## src/hw/rtl/scop_pkg.sv

```systemverilog
`timescale 1ns / 1ps
// ----------------------------------------------------------------------------
// scop_pkg
// Shared types, fixed-point constants and the rounding multiply of the
// sine/cosine octant polynomial core.
// ----------------------------------------------------------------------------
package scop_pkg;

    localparam int ANGLE_BITS_DEF    = 16;
    localparam int OUT_FRAC_BITS_DEF = 16;
    localparam int Q_FRAC            = 30;
    localparam int Y_BITS            = 16;
    localparam int Q_BITS            = 32;

    typedef logic signed [Q_BITS-1:0] t_q;

    typedef enum logic [2:0] {
        OCT_0 = 3'd0,
        OCT_1 = 3'd1,
        OCT_2 = 3'd2,
        OCT_3 = 3'd3,
        OCT_4 = 3'd4,
        OCT_5 = 3'd5,
        OCT_6 = 3'd6,
        OCT_7 = 3'd7
    } t_octant;

    localparam logic [31:0] TWO_PI_Q29 = 32'd3373259426;

    localparam t_q K_S0 = -32'sd209561;
    localparam t_q K_S1 = 32'sd8946640;
    localparam t_q K_S2 = -32'sd178956867;
    localparam t_q K_S3 = 32'sd1073741824;
    localparam t_q K_C0 = -32'sd1438890;
    localparam t_q K_C1 = 32'sd44706669;
    localparam t_q K_C2 = -32'sd536864416;
    localparam t_q K_C3 = 32'sd1073741609;
    localparam t_q K_RT = 32'sd759250113;

    // Q30 product, rounded to nearest with halves away from zero.
    function automatic t_q qmul(input t_q a, input t_q b);
        logic signed [63:0] p;
        logic [63:0]        m;
        logic [Q_BITS-1:0]  r;
        p = 64'(a) * 64'(b);
        m = p[63] ? 64'(-p) : 64'(p);
        m = (m + (64'd1 << (Q_FRAC - 1))) >> Q_FRAC;
        r = m[Q_BITS-1:0];
        return p[63] ? -$signed(r) : $signed(r);
    endfunction

endpackage

```

## src/hw/rtl/scop_reduce.sv

```systemverilog
`timescale 1ns / 1ps
// ----------------------------------------------------------------------------
// scop_reduce
// Stages one and two: octant split, residual scaled to radians, and its square.
// ----------------------------------------------------------------------------
module scop_reduce #(
    parameter int ANGLE_BITS = scop_pkg::ANGLE_BITS_DEF
) (
    input  logic                  i_clk,
    input  logic                  i_en,
    input  logic [ANGLE_BITS-1:0] i_angle,
    output scop_pkg::t_octant     o_oct,
    output scop_pkg::t_q          o_y,
    output scop_pkg::t_q          o_z
);
    localparam int RES_BITS = ANGLE_BITS - 3;
    localparam int RSH      = ANGLE_BITS + 13;
    localparam int PW       = RES_BITS + 33;

    logic [PW-1:0]                  n_prod;
    logic [scop_pkg::Y_BITS-1:0]    r_y16;
    scop_pkg::t_octant              r_oct1;
    scop_pkg::t_octant              r_oct2;
    scop_pkg::t_q                   n_y;
    scop_pkg::t_q                   r_y;
    scop_pkg::t_q                   r_z;

    assign n_prod = PW'(i_angle[RES_BITS-1:0]) * PW'(scop_pkg::TWO_PI_Q29)
                  + (PW'(1) << (RSH - 1));
    assign n_y    = $signed({2'b00, r_y16, 14'b0});

    always_ff @(posedge i_clk) begin
        if (i_en) begin
            r_y16  <= n_prod[RSH+scop_pkg::Y_BITS-1:RSH];
            r_oct1 <= scop_pkg::t_octant'(i_angle[ANGLE_BITS-1 -: 3]);
            r_y    <= n_y;
            r_z    <= scop_pkg::qmul(n_y, n_y);
            r_oct2 <= r_oct1;
        end
    end

    assign o_oct = r_oct2;
    assign o_y   = r_y;
    assign o_z   = r_z;
endmodule

```

## config.mk

```make
export PLATFORM = sky130hd
export DESIGN_NAME = scop_reduce
export DESIGN_NICKNAME = d
export VERILOG_FILES = /design/src/hw/rtl/scop_pkg.sv /design/src/hw/rtl/scop_reduce.sv
export SDC_FILE = /design/constraint.sdc
export NUM_CORES = 1
export LEC_CHECK = 0
export ABC_AREA = 1
export ABC_CLOCK_PERIOD_IN_PS = 10020
export BUFFER_PORTS_ARGS = -buffer_cell sky130_fd_sc_hd__buf_2
export CAP_MARGIN = 30
export CORE_ASPECT_RATIO = 1.5
export CORE_MARGIN = 4
export CORE_UTILIZATION = 50
export DETAILED_ROUTE_END_ITERATION = 6
export PLACE_DENSITY = 0.74
export REMOVE_ABC_BUFFERS = 1
export SYNTH_ARGS = -nofsm -noshare
export SYNTH_HDL_FRONTEND = slang
export SYNTH_SLANG_ARGS = --single-unit
export TNS_END_PERCENT = 30
```

## constraint.sdc

```tcl
create_clock -name i_clk -period 10.02 [get_ports i_clk]
set_input_delay 0.501 -clock i_clk [delete_from_list [all_inputs] [get_ports i_clk]]
set_output_delay 0.501 -clock i_clk [all_outputs]
set_load 0.05 [all_outputs]
```

; ---- Word-level counts from Yosys, hierarchy flattened
; Index checks and enable logic that the tools add are counted.
[totals]
regBits = 70
in_bits = 18
out_inout_bits = 67
elab_cells = 13
[classes]
add_sub_neg = 4
mul = 2
n_mux = 2
[op_table]
columns = operator, n
row1 = "62-bit by 30-bit adder with 62-bit output, second input constant", 1
row2 = 62-bit 2-to-1 mux, 1
row3 = 60-bit negation with 62-bit output, 1
row4 = "45-bit by 29-bit adder with 45-bit output, second input constant", 1
row5 = "13-bit by 31-bit multiplier with 44-bit output, second input constant", 1
row6 = 16-bit by 16-bit multiplier with 32-bit output, 1
row7 = 32-bit 2-to-1 mux, 1
row8 = 32-bit negation, 1

; ---- Longest topological paths before layout
[logic_depth]
word_depth = 6
mapped_depth = 32
depth_no_buf = 32

; ---- Worst setup path before layout
; No wires, ideal clock.
[synth_path]
path_type = reg-to-reg
startpoint = reg r_y16[13] in the netlist's numbering
endpoint = reg r_z[27], in the netlist o_z[27] (data pin)
setup_ns = 0.262
t_arrival_ns = 5.445
required_time_ns = 9.758
path_slack_ns = 4.313
path_stages_with_launch = 22
path_buffers = 2
period_less_slack_ns = 5.707
path_cell_list = edfxtp_1 -> clkbuf_1 -> clkbuf_1 -> nand2_1 -> fa_1 -> fa_1 -> fa_1 -> inv_1 -> fa_1 -> inv_1 -> fa_1 -> fa_1 -> inv_1 -> ha_1 -> nand2_1 -> o21a_1 -> o21ai_0 -> nand2_1 -> nand3_1 -> a21oi_1 -> o21bai_1 -> xor2_1
[synth_via]
elab_chain_len = 6
[synth_rtl]
columns = item, line
row1 = start: declaration, scop_reduce.sv:21  ; logic [scop_pkg::Y_BITS-1:0] r_y16;
row2 = start signal: assignment, scop_reduce.sv:34  ; r_y16 <= n_prod[RSH+scop_pkg::Y_BITS-1:RSH];
row3 = 16-bit by 16-bit multiplier with 32-bit output (*), scop_pkg.sv:45  ; p = 64'(a) * 64'(b);
row4 = 60-bit negation with 62-bit output, scop_pkg.sv:46  ; m = p[63] ? 64'(-p) : 64'(p);
row5 = 62-bit 2-to-1 mux (*), scop_pkg.sv:46
row6 = 62-bit by 30-bit adder with 62-bit output (*), scop_pkg.sv:47  ; m = (m + (64'd1 << (Q_FRAC - 1))) >> Q_FRAC;
row7 = 32-bit negation, scop_pkg.sv:49  ; return p[63] ? -$signed(r) : $signed(r);
row8 = 32-bit 2-to-1 mux (*), scop_pkg.sv:49
row9 = end signal: assignment, scop_reduce.sv:37  ; r_z <= scop_pkg::qmul(n_y, n_y);
row10 = end: declaration, scop_reduce.sv:26  ; scop_pkg::t_q r_z;
; Mark *: on every way between the ends. The rest lies on a longest branch, timed or not.
; A chain may end at the register's enable or synchronous reset.

; ---- Worst setup path in the final report
[layout_path]
startpoint = reg r_y16[9] in the netlist's numbering
endpoint = reg r_z[22], in the netlist o_z[22] (data pin)
; The elaborated chain is that of the path after synthesis.

==> results.yml <==
layout:
  num_antenna_cells: 0
  finalNonFillerCells: 2538
  syn_to_final_growth_pct: 5.80
  finalNetCount: 2639
  drive_gt1_share_pct: 6.99
placed_design:
  numPortBuffers: 66
  place.gp.congestion: 0.984
  dp.cells: 2522
  dp_slack_ps: 3600
  dp_hpwl_um: 38500
timing:
  rsz0062_at_grt: "false"
  slew_headroom_pct: 39.5
  slew_viol_final: 0
  worst_slew_pin_slew_ps: 907
  setup_ws_ps: 3480
  fin_crit_sh_pct: 65.3
  fmax_mhz: 153
  holdWs_ps: 307
  skew_ps: 13.5
  finalSetupViolCount: 0
  period_needed_ps: 6540
  tns_ps: 0
  hold_viol_final: 0
yosys:
  yosys_warnings: 0
  synth_area_per_cell_sq_um: 8.21
  syn-instance-count: 2067
  synthArstFlopShare_pct: 0
  ys_seq_area_share_pct: 12.0
  syn_area_sq_um: 17000
  synth-edff-count: 68
  synth_seq_cells: 68
  yosys.cell_types.count: 42
  synth-main-ff-cell: "edfxtp_1"
worst_setup_path:
  cp-start-kind: "register"
  cp.required_ps: 10120
  r2r_cells: 20
  reg2reg_to: "o_z[22]"
  crit_arrival_ps: 6640
  endpoint_kind: "register"
  r2r_start: "r_y16[9]"
  path_class: "register to register"
  crit_fanout: 17
  r2r_slack_ps: 3480
die:
  fp.coreArea_sq_um: 33400
  rows: 82
  top_level_ports: 85
  initial_utilization_pct: 50.7
  die-area_sq_um: 37000
  die_h_um: 234
  die_x_um: 158
min_path:
  min_from: "i_angle[14]"
  hold_end: "r_oct1[1]"
  hold_depth: 1
  hp-class: "primary input to register"
clock_tree:
  cts_resized: 0
  clk_pin_slew_worst_paths_ps: 70
  clk_path_buf_depth: 2
  cts_tree: "yes"
  cts_hold_buf: 0
  clkSinkCount: 68
  clock_latency_ps: 360
  post_cts_buffers: 0
  cts.htree.levels: 3
  numCtsBuffers: 9
  cts-root-buf: "clkbuf_16"
global_route:
  grt_util_all_layers_pct: 24.7
  grt_pass1_vias: 14474
  grt_max_degree: 69
  grt_pass1_wl_um: 70300
  antenna_found_initial: 0
  overflow: 0
run_status:
  outcome: "complete, no violations"
drt:
  wire_per_inst_um: 17.2
  via_per_inst: 5.13
  num_vias: 13008
  drt-total-wl_um: 43600
  drtIter0Drc: 571
  route.detailed.drc: 0
  postRouteAntennaNets: 0
  firstDrtPassIters: 5
flow_run:
  maxCapViolCount: 0
cells by family (layout without fill, tap and decap cells):
logic type,after synthesis,in the layout,share of synthesized area (%)
buffers and inverters,675,709,15.3
AND/OR/NAND/NOR,643,643,16.2
adder cells (fa/ha/maj),508,508,49.5
AO/OA/AOI/OAI,118,118,4.03
flip-flops,68,68,12.0
XOR/XNOR,53,53,2.74
other,1,18,0.0221
multiplexers,1,1,0.0664
per-stage QoR:
| step | utilization [%] | area, sq um |
|---|---|---|
| 6_report | 53.7 | 18000 |
| 2_1_floorplan | - | 16800 |
| 3_5_place_dp | 52.7 | 17600 |
| 5_1_grt | 53.7 | 18000 |
| 4_1_cts | 53.7 | 18000 |
| 3_3_place_gp | 52.7 | 17600 |
worst max-delay path, stage by stage (launching register included):
cell	delay, ps
edfxtp_1	910
nand2_1	220
inv_1	120
fa_1	450
fa_1	550
inv_1	50
fa_1	500
inv_1	50
fa_1	470
inv_1	50
fa_1	500
fa_1	550
inv_1	40
ha_1	360
a21oi_1	290
o21ai_0	240
inv_1	100
o211ai_1	180
a21oi_1	360
o21bai_1	140
xor2_1	150
worst max-delay path by stage:
stage,startpoint,endpoint,cells after the start
final,r_y16[9],o_z[22],20
after global routing,r_y16[9],o_z[29],21
after CTS,r_y16[9],o_z[29],19
after detailed placement,r_y16[9],o_z[29],19
after global placement,r_y16[9],o_z[22],20
after floorplan,r_y16[1],o_z[27],21
metal layers:
layer  track usage (%)  vias to the layer above  wire length (um)
met3              2.09                      166              1360
met4              16.4                        0              3390
met2              48.4                      377             24600
met1              23.6                     6290             14300
met5                 0                        -                 0
li1                  -                     6175                 -
synthesized netlist by cell type, types with 2 or more instances:
library cell,count,area (sq um)
buf_4,18,135
a211oi_1,2,15.0
xnor2_1,22,193
xor2_1,31,272
nor2_4,7,78.8
a21oi_2,4,35.0
nand2_4,3,33.8
clkbuf_1,31,116
and2_1,2,12.5
nand2_2,15,93.8
nor4_1,4,25.0
o211ai_1,2,15.0
ha_1,235,2940
nand4_1,16,100
o21ai_0,21,105
nor3_1,7,35.0
fa_1,273,5470
nand3_2,2,20.0
a21o_1,6,45.0
nor2_1,88,330
a21oi_1,60,300
or2_2,4,25.0
inv_1,614,2300
nand2_1,425,1600
inv_2,12,45.0
nand3b_1,4,30.0
o21bai_1,10,75.1
o21ai_1,4,20.0
edfxtp_1,68,2040
o21a_1,4,30.0
nand3_1,46,230
nor3_2,5,50.1
nor2_2,13,81.3
placed cells by master (no fill, tap or decap), types with 3 or more instances in the layout:
cell type,n
nand3_1,46
edfxtp_1,68
nand4_1,16
nand2_2,15
xnor2_1,22
nor2_1,88
o21ai_1,4
o21ai_0,21
conb_1,18
nor2_4,7
nor4_1,4
nor2_2,13
xor2_1,31
inv_2,12
buf_2,66
clkbuf_16,9
a21oi_2,4
a21o_1,6
o21a_1,4
clkinv_1,3
ha_1,235
or2_2,4
fa_1,273
a21oi_1,60
nand2_4,3
nand2_1,425
o21bai_1,10
nor3_2,5
nand3b_1,4
inv_1,614
nor3_1,7
sequential cells by signal, indices dropped and copies added (netlist names):
name / count
o_z: 30
r_y16: 16
r_oct1: 3
o_y: 16
o_oct: 3
area by class of cell:
| type | count | area, sq um |
|---|---|---|
| clock buffer | 10 | 229 |
| clock inverter | 6 | 78.8 |
| fill | 3096 | 15500 |
| inverter | 626 | 2350 |
| multi-input combinational | 1341 | 12400 |
| sequential | 68 | 2040 |
| tap | 420 | 526 |
| timing repair buffer | 67 | 338 |
Power is left out: the tool's default activity adds up to more than one toggle a clock period on the data nets, which glitch-free logic cannot reach.
