$ cat src/hw/rtl/scop_pkg.sv
`timescale 1ns / 1ps
// ----------------------------------------------------------------------------
// scop_pkg
// Shared types, fixed-point constants and the rounding multiply of the
// sine/cosine octant polynomial core.
// ----------------------------------------------------------------------------
package scop_pkg;

    localparam int ANGLE_BITS_DEF    = 16;
    localparam int OUT_FRAC_BITS_DEF = 16;
    localparam int Q_FRAC            = 30;
    localparam int Y_BITS            = 16;
    localparam int Q_BITS            = 32;

    typedef logic signed [Q_BITS-1:0] t_q;

    typedef enum logic [2:0] {
        OCT_0 = 3'd0,
        OCT_1 = 3'd1,
        OCT_2 = 3'd2,
        OCT_3 = 3'd3,
        OCT_4 = 3'd4,
        OCT_5 = 3'd5,
        OCT_6 = 3'd6,
        OCT_7 = 3'd7
    } t_octant;

    localparam logic [31:0] TWO_PI_Q29 = 32'd3373259426;

    localparam t_q K_S0 = -32'sd209561;
    localparam t_q K_S1 = 32'sd8946640;
    localparam t_q K_S2 = -32'sd178956867;
    localparam t_q K_S3 = 32'sd1073741824;
    localparam t_q K_C0 = -32'sd1438890;
    localparam t_q K_C1 = 32'sd44706669;
    localparam t_q K_C2 = -32'sd536864416;
    localparam t_q K_C3 = 32'sd1073741609;
    localparam t_q K_RT = 32'sd759250113;

    // Q30 product, rounded to nearest with halves away from zero.
    function automatic t_q qmul(input t_q a, input t_q b);
        logic signed [63:0] p;
        logic [63:0]        m;
        logic [Q_BITS-1:0]  r;
        p = 64'(a) * 64'(b);
        m = p[63] ? 64'(-p) : 64'(p);
        m = (m + (64'd1 << (Q_FRAC - 1))) >> Q_FRAC;
        r = m[Q_BITS-1:0];
        return p[63] ? -$signed(r) : $signed(r);
    endfunction

endpackage

$ cat src/hw/rtl/scop_octant.sv
`timescale 1ns / 1ps
// ----------------------------------------------------------------------------
// scop_octant
// Stages seven to nine: 45 degree rotation, octant mapping, output rounding
// and saturation.
// ----------------------------------------------------------------------------
module scop_octant #(
    parameter int OUT_FRAC_BITS = scop_pkg::OUT_FRAC_BITS_DEF
) (
    input  logic                            i_clk,
    input  logic                            i_en,
    input  scop_pkg::t_octant               i_oct,
    input  scop_pkg::t_q                    i_sp,
    input  scop_pkg::t_q                    i_cp,
    output logic signed [OUT_FRAC_BITS+1:0] o_sin,
    output logic signed [OUT_FRAC_BITS+1:0] o_cos
);
    localparam int          OUT_W = OUT_FRAC_BITS + 2;
    localparam int          SH    = scop_pkg::Q_FRAC - OUT_FRAC_BITS;
    localparam logic [32:0] HALF  = (SH > 0) ? (33'd1 << ((SH > 0) ? SH - 1 : 0)) : 33'd0;
    localparam logic [32:0] LIM   = 33'd1 << OUT_FRAC_BITS;

    function automatic logic [OUT_W-1:0] to_out(input scop_pkg::t_q v);
        logic [32:0] mag;
        logic [32:0] neg_mag;
        mag = v[scop_pkg::Q_BITS-1] ? 33'(-v) : 33'(v);
        mag = (mag + HALF) >> SH;
        if (mag > LIM) begin
            mag = LIM;
        end
        neg_mag = ~mag + 33'd1;
        return v[scop_pkg::Q_BITS-1] ? neg_mag[OUT_W-1:0] : mag[OUT_W-1:0];
    endfunction

    scop_pkg::t_octant r_oct;
    scop_pkg::t_q      r_sp;
    scop_pkg::t_q      r_cp;
    scop_pkg::t_q      r_rs;
    scop_pkg::t_q      r_rc;
    scop_pkg::t_q      n_so;
    scop_pkg::t_q      n_co;
    scop_pkg::t_q      r_so;
    scop_pkg::t_q      r_co;
    logic [OUT_W-1:0]  r_sin;
    logic [OUT_W-1:0]  r_cos;

    always_comb begin
        unique case (r_oct)
            scop_pkg::OCT_0: begin
                n_so = r_sp;
                n_co = r_cp;
            end
            scop_pkg::OCT_1: begin
                n_so = r_rs + r_rc;
                n_co = r_rc - r_rs;
            end
            scop_pkg::OCT_2: begin
                n_so = r_cp;
                n_co = -r_sp;
            end
            scop_pkg::OCT_3: begin
                n_so = r_rc - r_rs;
                n_co = -r_rc - r_rs;
            end
            scop_pkg::OCT_4: begin
                n_so = -r_sp;
                n_co = -r_cp;
            end
            scop_pkg::OCT_5: begin
                n_so = -r_rs - r_rc;
                n_co = r_rs - r_rc;
            end
            scop_pkg::OCT_6: begin
                n_so = -r_cp;
                n_co = r_sp;
            end
            scop_pkg::OCT_7: begin
                n_so = r_rs - r_rc;
                n_co = r_rc + r_rs;
            end
        endcase
    end

    always_ff @(posedge i_clk) begin
        if (i_en) begin
            r_rs  <= scop_pkg::qmul(scop_pkg::K_RT, i_sp);
            r_rc  <= scop_pkg::qmul(scop_pkg::K_RT, i_cp);
            r_sp  <= i_sp;
            r_cp  <= i_cp;
            r_oct <= i_oct;
            r_so  <= n_so;
            r_co  <= n_co;
            r_sin <= to_out(r_so);
            r_cos <= to_out(r_co);
        end
    end

    assign o_sin = $signed(r_sin);
    assign o_cos = $signed(r_cos);
endmodule

$ cat config.mk
export PLATFORM = sky130hd
export DESIGN_NAME = scop_octant
export DESIGN_NICKNAME = d
export VERILOG_FILES = /design/src/hw/rtl/scop_pkg.sv /design/src/hw/rtl/scop_octant.sv
export SDC_FILE = /design/constraint.sdc
export NUM_CORES = 2
export LEC_CHECK = 0
export BUFFER_PORTS_ARGS = -buffer_cell sky130_fd_sc_hd__buf_2
export CAP_MARGIN = 25
export CORE_MARGIN = 5
export CORE_UTILIZATION = 59
export CTS_CLUSTER_DIAMETER = 100
export DETAILED_ROUTE_END_ITERATION = 12
export HOLD_SLACK_MARGIN = 0.06
export PLACE_DENSITY = 0.76
export SYNTH_ARGS = -nofsm -noshare
export SYNTH_HDL_FRONTEND = slang
export SYNTH_SLANG_ARGS = --single-unit
$ cat constraint.sdc
create_clock -name i_clk -period 24.8 [get_ports i_clk]
set_input_delay 4.96 -clock i_clk [delete_from_list [all_inputs] [get_ports i_clk]]
set_output_delay 4.96 -clock i_clk [all_outputs]
set_load 0.05 [all_outputs]
Word-level counts from Yosys, hierarchy flattened
Index checks and enable logic that the tools add are counted.
W data, S select, Z words.
{"block": "op_classes", "n_addsub": 21, "multipliers": 2, "div_mod_pow": 0, "magnitude_cmp": 2, "n_eq_ne": 7, "shifts": 0, "muxes": 14, "n_bitwise": 2, "n_reduce_logical": 1}
{"cell": "$pmux W32 S8", "count": 2}
{"cell": "$neg A32 Y32", "count": 6}
{"cell": "$sub A32 B32 Y32", "count": 4}
{"cell": "$mul A31 B32 Y63 const A", "count": 2}
{"cell": "$add A62 B30 Y62 const B", "count": 2}
{"cell": "$mux W62", "count": 2}
{"cell": "$neg A62 Y62", "count": 2}
{"cell": "$mux W18", "count": 6}
{"cell": "$add A33 B14 Y33 const B", "count": 2}
{"cell": "$mux W33", "count": 2}
{"cell": "$neg A32 Y33", "count": 2}
{"cell": "$mux W32", "count": 2}
{"cell": "$gt A19 B17 Y1 const B", "count": 2}
{"cell": "$add A18 B1 Y18 const B", "count": 2}
{"cell": "$not A18 Y18", "count": 2}
{"cell": "$add A32 B32 Y32", "count": 1}
{"cell": "$eq A3 B3 Y1 const B", "count": 4}
{"cell": "$eq A3 B2 Y1 const B", "count": 2}
{"cell": "$eq A3 B1 Y1 const B", "count": 1}
{"cell": "$logic_not A3 Y1", "count": 1}
{"block": "word_totals", "regBits": 231, "latch_bits": 0, "ramBits": 0, "mem_bits_ro": 0, "output_inout_bits": 36, "elab_cells": 58, "n_memories": 0}

Logic depth before layout (Yosys ltp)
{"block": "logic_depth", "depth_word": 9, "depth_mapped": 41}

Worst setup path before layout
No wires, ideal clock.
{"block": "synth_path", "path_kind": "input to register", "startpoint": "in i_sp[31]", "endpoint": "reg r_rs[29] (data pin)", "setup_time_ps": 264, "arrival_time_ps": 15066, "required_time_ps": 24536, "setup_slack_ps": 9471, "cell_stages": 37, "n_path_buf": 4, "cell_sequence": "clkbuf_1 > inv_1 > fa_1 > xnor2_1 > xnor2_1 > ha_1 > fa_1 > fa_1 > fa_1 > fa_1 > ha_1 > ha_1 > clkbuf_1 > nand4_1 > nor4_1 > nand3_1 > o211ai_1 > o21ai_1 > a21oi_1 > nor3_1 > nor2_1 > clkbuf_1 > buf_1 > nor2_1 > xnor2_1 > ha_1 > o21ai_0 > mux2i_1 > nand2_1 > or4b_1 > nor4b_2 > o21ai_0 > or4_1 > or4_1 > nor2_1 > a31oi_1 > xor2_1"}
{"block": "synth_via", "elab_chain_len": 6}
{"item": "start, declared", "line": "scop_octant.sv:13", "rtl": "input scop_pkg::t_q i_sp,"}
{"item": "$mul A31 B32 Y63 *", "line": "scop_pkg.sv:45", "rtl": "p = 64'(a) * 64'(b);"}
{"item": "$neg A62 Y62", "line": "scop_pkg.sv:46", "rtl": "m = p[63] ? 64'(-p) : 64'(p);"}
{"item": "$mux W62", "line": "scop_pkg.sv:46"}
{"item": "$add A62 B30 Y62", "line": "scop_pkg.sv:47", "rtl": "m = (m + (64'd1 << (Q_FRAC - 1))) >> Q_FRAC;"}
{"item": "$neg A32 Y32", "line": "scop_pkg.sv:49", "rtl": "return p[63] ? -$signed(r) : $signed(r);"}
{"item": "$mux W32 *", "line": "scop_pkg.sv:49"}
{"item": "end signal, assigned", "line": "scop_octant.sv:86", "rtl": "r_rs <= scop_pkg::qmul(scop_pkg::K_RT, i_sp);"}
{"item": "end, declared", "line": "scop_octant.sv:38", "rtl": "scop_pkg::t_q r_rs;"}
Every way passes the cells marked *; elsewhere a longest branch is shown, timed or not.
A chain may end at the register's enable or synchronous reset.

Worst setup path in the final report
Same ends and word-level chain as after synthesis.

==> flow_summary.toml <==
[status]
status = "finished clean"

[critical_path]
cp.arrival_ns = 16.70
worstSetupEndpointType = "flop"
cp-start-kind = "primary input"
crit_path_max_incr_delay_ns = 0.69
cpMostUsedCell = "fa_1"
worstPathRequired_ns = 25.12
path_class = "primary input to flop"
worst_path_max_delay_cell = "fa_1"
cp_max_fo = 62

[detailed_routing]
drtIter0Drc = 5271
wl_per_cell_um = 21.04
ant_nets = 0
drc = 0
first_pass_iters = 7
via_count = 50560
routed_wl_mm = 171.4
avgViaCountPerCell = 6.207

[clocking]
cts_tree = "yes"
cts-buffers-inserted = 29
worstSkewPairLatency_ns = 0.60
post_cts_buffers = 0
htree_levels = 1
post_cts_resized = 0
cts_num_sinks = 231
clk_pin_slew_ns = 0.06
hold_buffers = 0
root_buffer = "clkbuf_16"
clock_path_buffers = 3

[layout]
final_core_util_pct = 61.95
syn_to_final_growth_pct = 4.060
fin_nets = 8457
fin_cells = 8145
drive_gt1_share_pct = 4.265
fillerInstances = 8683

[global_route]
grt_pass1_vias = 49500
grt_pass1_wl_mm = 271.9
grtUsageTotal_pct = 31.06
overflow = 0
grt_max_degree = 171
antenna_found_initial = 4

[sta]
maxSlewViolCount = 0
tightest_slew_ns = 1.241
setup_violations = 0
finalHoldViolCount = 0
rsz0062_at_grt = "no"
period_share_pct = 66.04
period_minus_slack_ns = 16.38
relSlewSlack_pct = 15.10
finalSetupTns_ns = 0
max_clock_freq_mhz = 61.06
skew_ns = 0.03345

[floorplanning]
initial_core_util_pct = 59.53
die_x_um = 330.9
num_rows = 117
io_pins = 105
die_h_um = 330.9
core_area_mm2 = 0.1020
dieArea_mm2 = 0.1095

[synthesis]
synthTopCellsByArea = "fa_1 24%, ha_1 19%, edfxtp_1 11%, inv_1 6.6%, xnor2_1 5.3%"
synth_top_family_by_area = "adder cells"
yosysWarnings = 0
syn_inst = 6831
ys_types = 104
synthMuxAreaShare_pct = 1.399
synth_xor_area_share_pct = 7.109
synth_edf_count = 231
yosys.area.top_type = "fa_1"
synth_compound_area_share_pct = 15.94
synthArstFlopShare_pct = 0
synthSimpleGateAreaFrac_pct = 13.34
syn_area_mm2 = 0.06074
synthTopCellsByCount = "1070 x inv_1, 914 x ha_1, 720 x fa_1"
ys_ff_latch = 231
synth_top_area_share_pct = 23.73
avgSynthCellArea_um2 = 8.892
ys_seq_area_share_pct = 11.42
synth_flop_cell = "edfxtp_1"
syn-num-nets = 8534
synthAdderAreaFrac_pct = 42.59
yosysMostFrequentCell = "inv_1"

[min_path]
min_path_type = "flop to flop"

[placed_design]
gp_congestion = 0.9739
numPlacedInstances = 8090
io_buffers = 104
dp_hpwl_mm = 141.4

[flow_run]
maxCapViolCount = 0
-- routing by layer --
metal | global-route usage, % | wire length, µm | vias to the layer above
met5 | 0 | 13 | -
met1 | 45.38 | 75050 | 24680
li1 | - | - | 23500
met4 | 9.350 | 6212 | 2
met3 | 4.076 | 14470 | 301
met2 | 48.49 | 75620 | 2082
-- through the flow --
step	setup WS [ns]	hold slack [ns]	area (µm²)
finish	8.423	0.7513	63210
global route	7.646	0.7825	63200
CTS	8.506	0.7380	63190
detailed placement	7.939	0.7206	62280
global placement	8.029	0.7117	62270
floorplan	9.471	0.5947	60740
-- final cells by class --
cell class                      count  area (µm²)  share of cell area, %
Antenna cell                        1       2.502               0.003959
Clock buffer                       34       744.5                  1.178
Clock inverter                     19       167.7                 0.2653
Inverter                         1077        4044                  6.398
Multi-Input combinational cell   5281       48830                  77.25
Sequential cell                   231        6937                  10.97
Tap cell                         1368        1712                  2.708
Timing Repair Buffer              134       769.5                  1.217
-- sequential cells by signal, summed over array words and instances, names as in the netlist, 18 cells and up --
signal  flops
o_cos      18
r_so       32
o_sin      18
r_sp       32
r_co       32
r_cp       32
r_rc       32
r_rs       32
-- final timing paths --
path,to,cells past startpoint,from,slack [ns]
worst min register to register,r_so[1],2,r_sp[1],0.75
worst min-delay path,r_so[1],2,r_sp[1],0.75
worst max register to register,r_co[31],18,r_cp[2],18.13
worst max-delay path,r_rs[29],36,i_sp[31],8.42
-- logic make-up after synthesis --
logic type,after synthesis
AOI/OAI and AO/OA,1457
xor gates and xnor gates,493
adders and majority gates,1636
buffers and inverters,1319
DFF,231
muxes,78
and+or+nand+nor,1617
-- layout by cell type (no fill, tap or decap), types with 51 or more instances in the layout --
cell type	netlist	layout
xnor2_1	368	368
a21oi_1	377	377
a31oi_1	69	69
xor2_1	125	125
or3_1	73	73
ha_1	914	914
o31ai_1	57	57
nor2_1	422	421
and3_1	56	56
o21a_1	54	54
nor3_1	140	140
a21o_1	87	87
o21ai_0	275	275
fa_1	720	720
nor4_1	51	51
inv_1	1070	1068
edfxtp_1	231	231
nand2_1	374	374
nand4_1	66	66
buf_2	9	104
nand3_1	149	149
a211oi_1	63	63
-- critical path: cells and delay by family --
kind	cells	cell delay, ns
AOI/OAI and AO/OA	8	1.74
xor gates and xnor gates	4	0.52
adders and majority gates	9	4.03
buffers and inverters	4	1.55
muxes	1	0.35
and+or+nand+nor	10	3.54
Power is left out: the tool's default activity adds up to more than one toggle a clock period on the data nets, which glitch-free logic cannot reach.
